$ cat config.mk
export PLATFORM = sky130hd
export DESIGN_NAME = quasicrystal_pattern_generator
export DESIGN_NICKNAME = d
export VERILOG_FILES = /design/src/rtl/qcpg_pkg.sv /design/src/rtl/qcpg_wave_sum.sv /design/src/rtl/quasicrystal_pattern_generator.sv
export SDC_FILE = /design/constraint.sdc
export NUM_CORES = 2
export LEC_CHECK = 0
export BUFFER_PORTS_ARGS = -buffer_cell sky130_fd_sc_hd__buf_2
export CELL_PAD_IN_SITES_DETAIL_PLACEMENT = 1
export CELL_PAD_IN_SITES_GLOBAL_PLACEMENT = 1
export CORE_MARGIN = 3
export CORE_UTILIZATION = 52
export DETAILED_ROUTE_END_ITERATION = 7
export PLACE_DENSITY_LB_ADDON = 0.25
export SLEW_MARGIN = 15
export SYNTH_ARGS = -nofsm -noshare
export SYNTH_HDL_FRONTEND = slang
export SYNTH_SLANG_ARGS = --single-unit
$ cat constraint.sdc
create_clock -name clk -period 12.5 [get_ports clk]
set_input_delay 3.125 -clock clk [delete_from_list [all_inputs] [get_ports clk]]
set_output_delay 3.125 -clock clk [all_outputs]
set_load 0.02 [all_outputs]
$ cat src/rtl/qcpg_pkg.sv
// Shared constants, types and lookup functions of the quasicrystal pattern generator.
`timescale 1ns / 1ps

package qcpg_pkg;

  localparam int NUM_WAVES = 7;
  localparam logic [7:0] SPEED_RESET = 8'd12;
  localparam int SUM_W = 10;  // |sum| <= 7*60 = 420

  typedef logic [15:0] phase_t;
  typedef logic signed [7:0] cos_t;
  typedef logic signed [SUM_W-1:0] sum_t;
  typedef logic [NUM_WAVES-1:0][15:0] phase_vec_t;

  // Plane-wave directions, Q8, two's complement; entries 7 to 15 are zero
  localparam logic [15:0] DIR_X [16] = '{
    16'd153, 16'd95, -16'sd34, -16'sd138, -16'sd138, -16'sd34, 16'd95,
    16'd0, 16'd0, 16'd0, 16'd0, 16'd0, 16'd0, 16'd0, 16'd0, 16'd0
  };
  localparam logic [15:0] DIR_Y [16] = '{
    16'd0, 16'd120, 16'd149, 16'd66, -16'sd66, -16'sd149, -16'sd120,
    16'd0, 16'd0, 16'd0, 16'd0, 16'd0, 16'd0, 16'd0, 16'd0, 16'd0
  };

  // Quarter wave of trunc(60*cos(2*pi*i/256)), i = 0..64
  localparam logic [5:0] QUARTER_COS [65] = '{
    6'd60, 6'd59, 6'd59, 6'd59, 6'd59, 6'd59, 6'd59, 6'd59,
    6'd58, 6'd58, 6'd58, 6'd57, 6'd57, 6'd56, 6'd56, 6'd55,
    6'd55, 6'd54, 6'd54, 6'd53, 6'd52, 6'd52, 6'd51, 6'd50,
    6'd49, 6'd49, 6'd48, 6'd47, 6'd46, 6'd45, 6'd44, 6'd43,
    6'd42, 6'd41, 6'd40, 6'd39, 6'd38, 6'd36, 6'd35, 6'd34,
    6'd33, 6'd32, 6'd30, 6'd29, 6'd28, 6'd26, 6'd25, 6'd24,
    6'd22, 6'd21, 6'd20, 6'd18, 6'd17, 6'd16, 6'd14, 6'd13,
    6'd11, 6'd10, 6'd8, 6'd7, 6'd5, 6'd4, 6'd2, 6'd1,
    6'd0
  };

  // Full-period cosine from the quarter table
  function automatic cos_t cos_lookup(input logic [7:0] idx);
    logic [7:0] pos;
    logic       neg;
    cos_t       mag;
    pos = idx;
    neg = 1'b0;
    if (idx <= 8'd64) begin
      pos = idx;
    end else if (idx <= 8'd128) begin
      pos = 8'd128 - idx;
      neg = 1'b1;
    end else if (idx <= 8'd192) begin
      pos = idx - 8'd128;
      neg = 1'b1;
    end else begin
      pos = 8'd0 - idx;
    end
    mag = cos_t'({2'b00, QUARTER_COS[pos[6:0]]});
    return neg ? -mag : mag;
  endfunction

  // Black-gold-cyan palette packed as RGB565
  function automatic logic [15:0] palette(input logic [7:0] i);
    logic [7:0] r;
    logic [7:0] g;
    logic [7:0] b;
    logic [8:0] b_wide;
    r = '0;
    g = '0;
    b = '0;
    b_wide = '0;
    if (!i[7]) begin
      r = {i[6:0], 1'b0};
      g = i;
      b = {2'b00, i[7:2]};
    end else begin
      r = 8'd255 - {1'b0, i[6:0]};
      g = 8'd128 + {1'b0, i[6:0]};
      b_wide = 9'd32 + {1'b0, i[6:0], 1'b0};
      b = b_wide[8] ? 8'd255 : b_wide[7:0];
    end
    return {r[7:3], g[7:2], b[7:3]};
  endfunction

endpackage

$ cat src/rtl/qcpg_wave_sum.sv
// Per-wave phase completion, cosine lookup and signed sum of all waves.
`timescale 1ns / 1ps

module qcpg_wave_sum
  import qcpg_pkg::*;
(
  input  phase_t     base,
  input  phase_vec_t pxy,
  output sum_t       sum
);

  phase_t phase [NUM_WAVES];
  cos_t   cos_val [NUM_WAVES];

  // Finish each phase with the time term scaled by the wave number, then look up
  always_comb begin
    for (int k = 0; k < NUM_WAVES; k++) begin
      phase[k]   = 16'(base * 16'(k + 1)) + pxy[k];
      cos_val[k] = cos_lookup(phase[k][15:8]);
    end
  end

  // Add the wave values
  always_comb begin
    sum = '0;
    for (int k = 0; k < NUM_WAVES; k++) begin
      sum = sum + SUM_W'(cos_val[k]);
    end
  end

endmodule

$ cat src/rtl/quasicrystal_pattern_generator.sv
// Top level: four-register pipeline producing one RGB565 pixel per request.
// The request is captured in stage 1, then moves through stages 2 and 3 to the output register.
// Throughput: one request per cycle unless the output stalls; each stage holds while the next one is full
// and stalled, so a stall on the output ripples back to in_ready in the same cycle.
// Reset: rst (synchronous) empties the pipeline and sets phase_speed to 12.
`timescale 1ns / 1ps

module quasicrystal_pattern_generator
  import qcpg_pkg::*;
(
  input  logic        clk,
  input  logic        rst,
  input  logic        cfg_wr_en,
  input  logic [7:0]  cfg_wr_data,
  input  logic        in_valid,
  output logic        in_ready,
  input  logic [15:0] frame_tick,
  input  logic [8:0]  pixel_x,
  input  logic [7:0]  pixel_y,
  output logic        out_valid,
  input  logic        out_ready,
  output logic [7:0]  intensity,
  output logic [15:0] pixel_rgb565
);

  logic [7:0]  phase_speed;
  logic        v1, v2, v3;
  logic        load1, load2, load3, load4;
  logic [15:0] tick1;
  logic [8:0]  px1;
  logic [7:0]  py1;
  phase_t      base2;
  phase_t      base_next;
  phase_vec_t  pxy2;
  phase_vec_t  pxy_next;
  sum_t        sum3;
  sum_t        sum_next;
  logic [9:0]  mag;
  logic [7:0]  intensity_next;

  // Configuration register
  always_ff @(posedge clk) begin
    if (rst) begin
      phase_speed <= SPEED_RESET;
    end else if (cfg_wr_en) begin
      phase_speed <= cfg_wr_data;
    end
  end

  // Stage enables: a stage loads when empty or when its content moves on
  assign load4    = !out_valid || out_ready;
  assign load3    = !v3 || load4;
  assign load2    = !v2 || load3;
  assign load1    = !v1 || load2;
  assign in_ready = load1;

  always_ff @(posedge clk) begin
    if (rst) begin
      v1        <= 1'b0;
      v2        <= 1'b0;
      v3        <= 1'b0;
      out_valid <= 1'b0;
    end else begin
      if (load1) v1 <= in_valid;
      if (load2) v2 <= v1;
      if (load3) v3 <= v2;
      if (load4) out_valid <= v3;
    end
  end

  // Stage 1: capture the request
  always_ff @(posedge clk) begin
    if (load1) begin
      tick1 <= frame_tick;
      px1   <= pixel_x;
      py1   <= pixel_y;
    end
  end

  // Stage 2: time base and spatial phase of each wave
  always_comb begin
    base_next = 16'(tick1 * {8'd0, phase_speed});
    for (int k = 0; k < NUM_WAVES; k++) begin
      pxy_next[k] = 16'({7'd0, px1} * DIR_X[k & 15]) + 16'({8'd0, py1} * DIR_Y[k & 15]);
    end
  end

  always_ff @(posedge clk) begin
    if (load2) begin
      base2 <= base_next;
      pxy2  <= pxy_next;
    end
  end

  // Stage 3: wave sum
  qcpg_wave_sum u_wave_sum (
    .base (base2),
    .pxy  (pxy2),
    .sum  (sum_next)
  );

  always_ff @(posedge clk) begin
    if (load3) begin
      sum3 <= sum_next;
    end
  end

  // Stage 4: magnitude, saturate and color
  assign mag            = sum3[SUM_W-1] ? 10'(-sum3) : 10'(sum3);
  assign intensity_next = (mag > 10'd255) ? 8'd255 : mag[7:0];

  always_ff @(posedge clk) begin
    if (load4) begin
      intensity    <= intensity_next;
      pixel_rgb565 <= palette(intensity_next);
    end
  end

  // Checks
  a_reset_empty: assert property (@(posedge clk) $past(rst) |-> !out_valid)
    else $error("pipeline not empty after reset");

  a_ready_follows: assert property (@(posedge clk) disable iff (rst)
    out_ready |-> in_ready)
    else $error("input stalled while output drains");

  a_sum_range: assert property (@(posedge clk) disable iff (rst)
    v3 |-> (sum3 <= 10'sd420) && (sum3 >= -10'sd420))
    else $error("wave sum out of range");

  a_color_match: assert property (@(posedge clk) disable iff (rst)
    out_valid |-> pixel_rgb565 == palette(intensity))
    else $error("color does not match intensity");

endmodule

# Yosys cells after proc, flatten, opt, wreduce, memory -nomap -nowiden
# Memories as Yosys holds them, arrays and structs flattened.
# Cells that the tools add are included.
[classes]
multipliers = 15
reduce_logical = 8
n_mux = 69
n_bitwise = 7
order_cmp = 29
n_addsub = 51
[op_table]
columns = ["operator", "count"]
rows = [
  ["16-bit adder", 11],
  ["7-bit 2-to-1 mux", 22],
  ["8-bit <= comparator (second input constant)", 14],
  ["1-bit by 7-bit subtractor with 7-bit output (first input constant)", 14],
  ["6-bit 2-to-1 mux", 14],
  ["8-bit 2-to-1 mux", 10],
  ["8-bit greater-or-equal comparator (second input constant)", 7],
  ["8-bit by 7-bit <= comparator with 1-bit output (second input constant)", 7],
  ["6-bit negation with 8-bit output", 7],
  ["7-bit inverter with 8-bit output", 7],
  ["7-bit by 1-bit subtractor with 7-bit output (second input constant)", 7],
  ["10-bit by 8-bit adder with 10-bit output", 4],
  ["16-bit by 15-bit adder with 16-bit output", 2],
  ["16-bit by 3-bit multiplier with 16-bit output (second input constant)", 2],
  ["9-bit by 15-bit multiplier with 15-bit output (second input constant)", 2],
  ["1-bit 2-to-1 mux", 21],
  ["16-bit by 2-bit multiplier with 15-bit output (second input constant)", 1],
  ["16-bit by 2-bit multiplier with 16-bit output (second input constant)", 1],
  ["16-bit by 8-bit multiplier with 16-bit output", 1],
  ["8-bit by 8-bit multiplier with 16-bit output (second input constant)", 1],
  ["9-bit by 7-bit multiplier with 16-bit output (second input constant)", 1],
  ["9-bit by 8-bit multiplier with 16-bit output (second input constant)", 1],
  ["9-bit by 9-bit multiplier with 16-bit output (second input constant)", 1],
  ["8-bit by 15-bit multiplier with 15-bit output (second input constant)", 1],
  ["14 further kinds", 20],
]
[word_totals]
romBits = 5376
reg_bits = 207
wordCells = 206
n_memories = 7
[memory_table]
columns = ["memory", "words", "width", "rd", "rd_clocked_by_memory_dff", "write_ports", "line_no", "rtl"]
rows = [
  ["(name not given)", 128, 6, 1, 0, 0, "qcpg_pkg.sv:56", "mag = cos_t'({2'b00, QUARTER_COS[pos[6:0]]});"],
  ["(name not given)", 128, 6, 1, 0, 0, "qcpg_pkg.sv:56", ""],
  ["(name not given)", 128, 6, 1, 0, 0, "qcpg_pkg.sv:56", ""],
  ["(name not given)", 128, 6, 1, 0, 0, "qcpg_pkg.sv:56", ""],
  ["(name not given)", 128, 6, 1, 0, 0, "qcpg_pkg.sv:56", ""],
  ["(name not given)", 128, 6, 1, 0, 0, "qcpg_pkg.sv:56", ""],
  ["1 more memories", "--", "--", "--", "--", "--", "--", ""],
]

# Longest topological paths before layout
[depth]
depth_word = 17
ltp_mapped = 49
mapped_depth_nobuf = 49

# By module
# Synthesis repeated with hierarchy kept, for this count alone.
[unflattened]
cells_unflattened = 4044
hier_area_um2 = 36800.3
[by_module_without_submodules]
columns = ["mod", "seq_area_each_um2", "area_per_inst_um2", "n_inst", "cells_per_inst"]
rows = [
  ["quasicrystal_pattern_generator", 5675.4, 22437.8, 1, 2133],
  ["qcpg_wave_sum", 0.0, 14362.5, 1, 1911],
]

# Worst setup path after synthesis
# No wires, ideal clock.
[synth_timing]
path_kind = "reg2reg"
start = "reg base2[4]"
end = "reg sum3[9], data pin"
path_buffers = 0
stages_incl_launch_ff = 44
path_slack_ps = 1956
t_required_ps = 12236
arrival_time_ps = 10280
setup_ps = 264
synth_period_minus_slack_ps = 10544
cell_sequence = "edfxtp_1 > inv_1 > fa_1 > fa_1 > inv_1 > ha_1 > a21oi_1 > o21ai_0 > o21ai_0 > xor2_1 > ha_1 > o2111a_1 > o211a_1 > nand3_1 > a211oi_1 > nor2_1 > ha_1 > mux2i_1 > [... 8 more ...] > ha_1 > nor2_1 > xor2_1 > fa_1 > fa_1 > fa_1 > fa_1 > inv_1 > fa_1 > inv_1 > a21oi_1 > o21ai_0 > a21oi_1 > o21bai_1 > a21o_1 > a21oi_1 > xnor2_1 > xnor2_1"
[synth_between]
elab_chain_len = 17
word_cells_on_any_way = 143
classes_between = "add/sub (41); mul (4); order compare (21); mux (63); bitwise (7); memory (7)"
[synth_lines]
columns = ["element", "line_no", "rtl"]
rows = [
  ["start: declaration", "quasicrystal_pattern_generator.sv:32", "phase_t base2;"],
  ["start signal: assignment", "quasicrystal_pattern_generator.sv:90", "base2 <= base_next;"],
  ["16-bit by 2-bit multiplier with 16-bit output or 16-bit adder (tied branches)", "qcpg_wave_sum.sv:18", "phase[k] = 16'(base * 16'(k + 1)) + pxy[k];"],
  ["16-bit adder, or another cell as far along", "qcpg_wave_sum.sv:18", ""],
  ["1-bit by 7-bit subtractor with 7-bit output, or another cell as far along", "qcpg_pkg.sv:48, qcpg_pkg.sv:54", ""],
  ["7-bit 2-to-1 mux, on equally long branches", "qcpg_pkg.sv:50, qcpg_pkg.sv:47", ""],
  ["7-bit 2-to-1 mux, on equally long branches", "qcpg_pkg.sv:47, qcpg_pkg.sv:45", ""],
  ["7-bit 2-to-1 mux or 7-bit inverter with 8-bit output (tied branches)", "qcpg_pkg.sv:45, qcpg_pkg.sv:56", ""],
  ["7-bit inverter with 8-bit output (not written as such) or memory read 128 x 6 bit (tied branches)", "--", ""],
  ["memory read 128 x 6 bit or 6-bit 2-to-1 mux (tied branches)", "--", ""],
  ["6-bit 2-to-1 mux (not written as such)", "qcpg_pkg.sv:56", ""],
  ["6-bit 2-to-1 mux (not written as such) or 6-bit negation with 8-bit output (tied branches)", "qcpg_pkg.sv:56, qcpg_pkg.sv:57", ""],
  ["6-bit negation with 8-bit output or 8-bit 2-to-1 mux (tied branches)", "qcpg_pkg.sv:57", "return neg ? -mag : mag;"],
  ["8-bit 2-to-1 mux or 8-bit by 8-bit adder with 9-bit output (tied branches)", "qcpg_pkg.sv:57, qcpg_wave_sum.sv:27", ""],
  ["9-bit by 8-bit adder with 10-bit output", "qcpg_wave_sum.sv:27", "sum = sum + SUM_W'(cos_val[k]);"],
  ["10-bit by 8-bit adder with 10-bit output (3 in series)", "qcpg_wave_sum.sv:27", ""],
  ["10-bit by 8-bit adder with 10-bit output (*)", "qcpg_wave_sum.sv:27", ""],
  ["via sum_next[9]", "quasicrystal_pattern_generator.sv:37", "sum_t sum_next;"],
  ["end signal: assignment", "quasicrystal_pattern_generator.sv:104", "sum3 <= sum_next;"],
  ["end: declaration", "quasicrystal_pattern_generator.sv:36", "sum_t sum3;"],
]
# The timed path passes the listed nets; every way through them passes the cells marked *. The select of a mux whose other input is x is not followed.
# A chain may end at the register's enable or synchronous reset.

# Final worst setup path
[layout_timing]
start = "reg base2[5]"
end = "reg sum3[9], data pin"
# Same word-level chain as after synthesis.

==> flow_summary.ini <==
[outcome]
status = complete, no violations

[floorplan]
die_area_mm2 = 0.0740
row_count = 96
die-height_um = 272
ioPinCount = 72
start_util_pct = 53.1
die_w_um = 272
core_area_mm2 = 0.0693

[timing]
finalCritPeriodShare_pct = 92.8
slew_headroom_pct = 23.5
period_needed_ns = 11.59
max_freq_mhz = 86.2
final-setup-viol-count = 0
final-max-slew-violation-count = 0
finClkSkew_ns = 0.0174
worst_pin_slew_ns = 1.14
hold_violations = 0

[yosys]
synth_top_area_share_pct = 19.4
synth-edff-count = 181
synth_nets = 5001
ys.flop_type = edfxtp_1
synthCells = 4055
yosysMostFrequentCell = inv_1
post_synth_num_cell_types = 112
synthTopCellsByCount = inv_1, ha_1, fa_1, xnor2_1, a21oi_1
yosysSeqAreaShare_pct = 15.4
async_flop_share_pct = 0
netlist_top_cells_area = fa_1, ha_1, edfxtp_1
ys_seq_elements = 193
yosys_warnings = 0
synth.avg_cell_area_um2 = 9.07
netlist_area_mm2 = 0.0368
synth_top_area_cell = fa_1

[global_routing]
grt_max_degree = 88
grt_util_all_layers_pct = 30.5
grt_pass1_vias = 32550
grt_pass1_wl_um = 179000
antenna_found_initial = 3
overflow = 0

[drt]
dr.pass1.iters = 5
wl_per_cell_um = 22.3
ant_nets = 0
wirelength_um = 113000
drc = 0
dr_total_vias = 30111
drtIter0Drc = 1917
vias_per_cell = 5.94

[clocking]
htree_levels = 4
worstSkewPairLatency_ns = 0.49
clock-root-buffer = clkbuf_16
clkSinkCount = 193
cts_hold_buf = 0
cts_buffers = 17
clock_path_buffers = 2
clk_pin_slew_ns = 0.08
cts_tree = built

[worst_setup_path]
r2r-end = sum3[9]
r2r_slack_ns = 0.91
crit_arrival_ns = 11.83
rr_worst_depth = 45
worstSetupPathType = flip-flop to flip-flop
startpoint = base2[5]
cpMostUsedCell = fa_1
crit_path_start_kind = flip-flop
crit_slowest_cell = fa_1
max_stage_delay_ns = 0.57
cp_data_required_time_ns = 12.74
critPathMaxFanout = 8
r2r-start = base2[5]
end_kind = flip-flop

[run]
maxCapViolations = 0

[cells_and_area]
fin_nets = 5069
final_util_pct = 56.4
syn2layout_area_growth_pct = 6.29
drive_gt1_share_pct = 6.29

[worst_hold_path]
hold_path.startpoint = v2
holdPathStages = 2
min_to = v3
hold_path.class = flip-flop to flip-flop

[placement]
portBuffers = 71
dp_hpwl_um = 91700
globalplace.congestion = 0.911
[registers in the layout (all words and copies together), names as in the netlist]
name and flops:
out_valid 1, v1 1, sum3 10, base2 16
intensity 8, pxy2 103, phase_speed 8, v2 1
py1 8, tick1 16, px1 9, v3 1
pixel_rgb565 11
[cell families (layout without fill, tap and decap cells)]
kind of cell,count (synthesis),count (layout),synth area share [%]
AO/OA/AOI/OAI,927,927,17.1
multiplexers,57,57,1.67
adder cells (fa/ha/maj),900,900,37.9
buffers and inverters,831,912,8.63
AND/OR/NAND/NOR,803,803,10.8
flip-flops,193,193,15.4
XOR/XNOR,344,344,8.43
other,0,2,0
[through the flow]
| stage | hold slack (ns) | setup slack [ns] | std cells | TNS, ns | area [um2] |
|---|---|---|---|---|---|
| after floorplan | 0.429 | 1.96 | 4055 | 0 | 36800 |
| after global placement | 0.441 | 0.869 | 5002 | 0 | 38100 |
| after detailed placement | 0.458 | 0.358 | 5002 | 0 | 38100 |
| after CTS | 0.478 | 0.327 | 5034 | 0 | 38800 |
| after global routing | 0.510 | -0.0363 | 5067 | -0.0363 | 39100 |
| final | 0.473 | 0.905 | 5069 | 0 | 39100 |
[critical path: cells and delay by family (launching register included)]
family / cells / cell delay, ns
adders and majority gates: 11 / 4.88
AOI/OAI and AO/OA: 20 / 3.87
xor gates and xnor gates: 4 / 0.81
buffers and inverters: 5 / 0.59
and+or+nand+nor: 4 / 0.55
DFF: 1 / 0.51
muxes: 1 / 0.11
[worst max path at each step]
stage,slack (ns),to,cells after the start
floorplan,1.96,sum3[9],43
global placement,0.87,sum3[9],43
detailed placement,0.36,sum3[9],43
CTS,0.33,sum3[9],43
global route,-0.04,sum3[9],45
finish,0.91,sum3[9],45
[cell usage in the layout, fill, tap and decap left out, types with 24 or more instances in the layout]
cell type	netlist	final
nand2_1	212	211
a211oi_1	48	47
ha_1	543	542
a21o_1	65	65
xor2_1	82	81
nand2b_1	30	30
xnor2_1	254	253
buf_4	9	57
fa_1	357	357
mux2i_1	40	40
o21bai_1	78	78
a21oi_1	245	245
and3_1	24	24
o21a_1	29	29
nand3_1	51	51
inv_1	751	750
buf_2	12	71
o211ai_1	46	46
and2_1	79	79
o21ai_0	137	135
nor2_1	205	203
nor3_1	62	62
edfxtp_1	181	181
a31oi_1	47	46
[area by class of cell]
class                   count  area (um2)
fillers                  8130       30200
clock buffers              17         425
repair buffers            128         783
well taps                 931        1160
clock inverters            15         228
multi-input cells        3031       28000
diodes                      2        5.00
inverters                 752        2830
flip-flops and latches    193        5680
[layer usage]
metal	track usage, %	wire length (um)
met5	0	13
met4	12.4	5090
met3	2.96	4320
met1	38.2	47400
met2	54.1	56300
[what timing repair did]
action	4_1_cts	5_1_grt
gates resized for setup	0	15
setup buffers	0	33
endpoints found under the setup margin	0	5
Power is left out: the tool's default activity adds up to more than one toggle a clock period on the data nets, which glitch-free logic cannot reach.
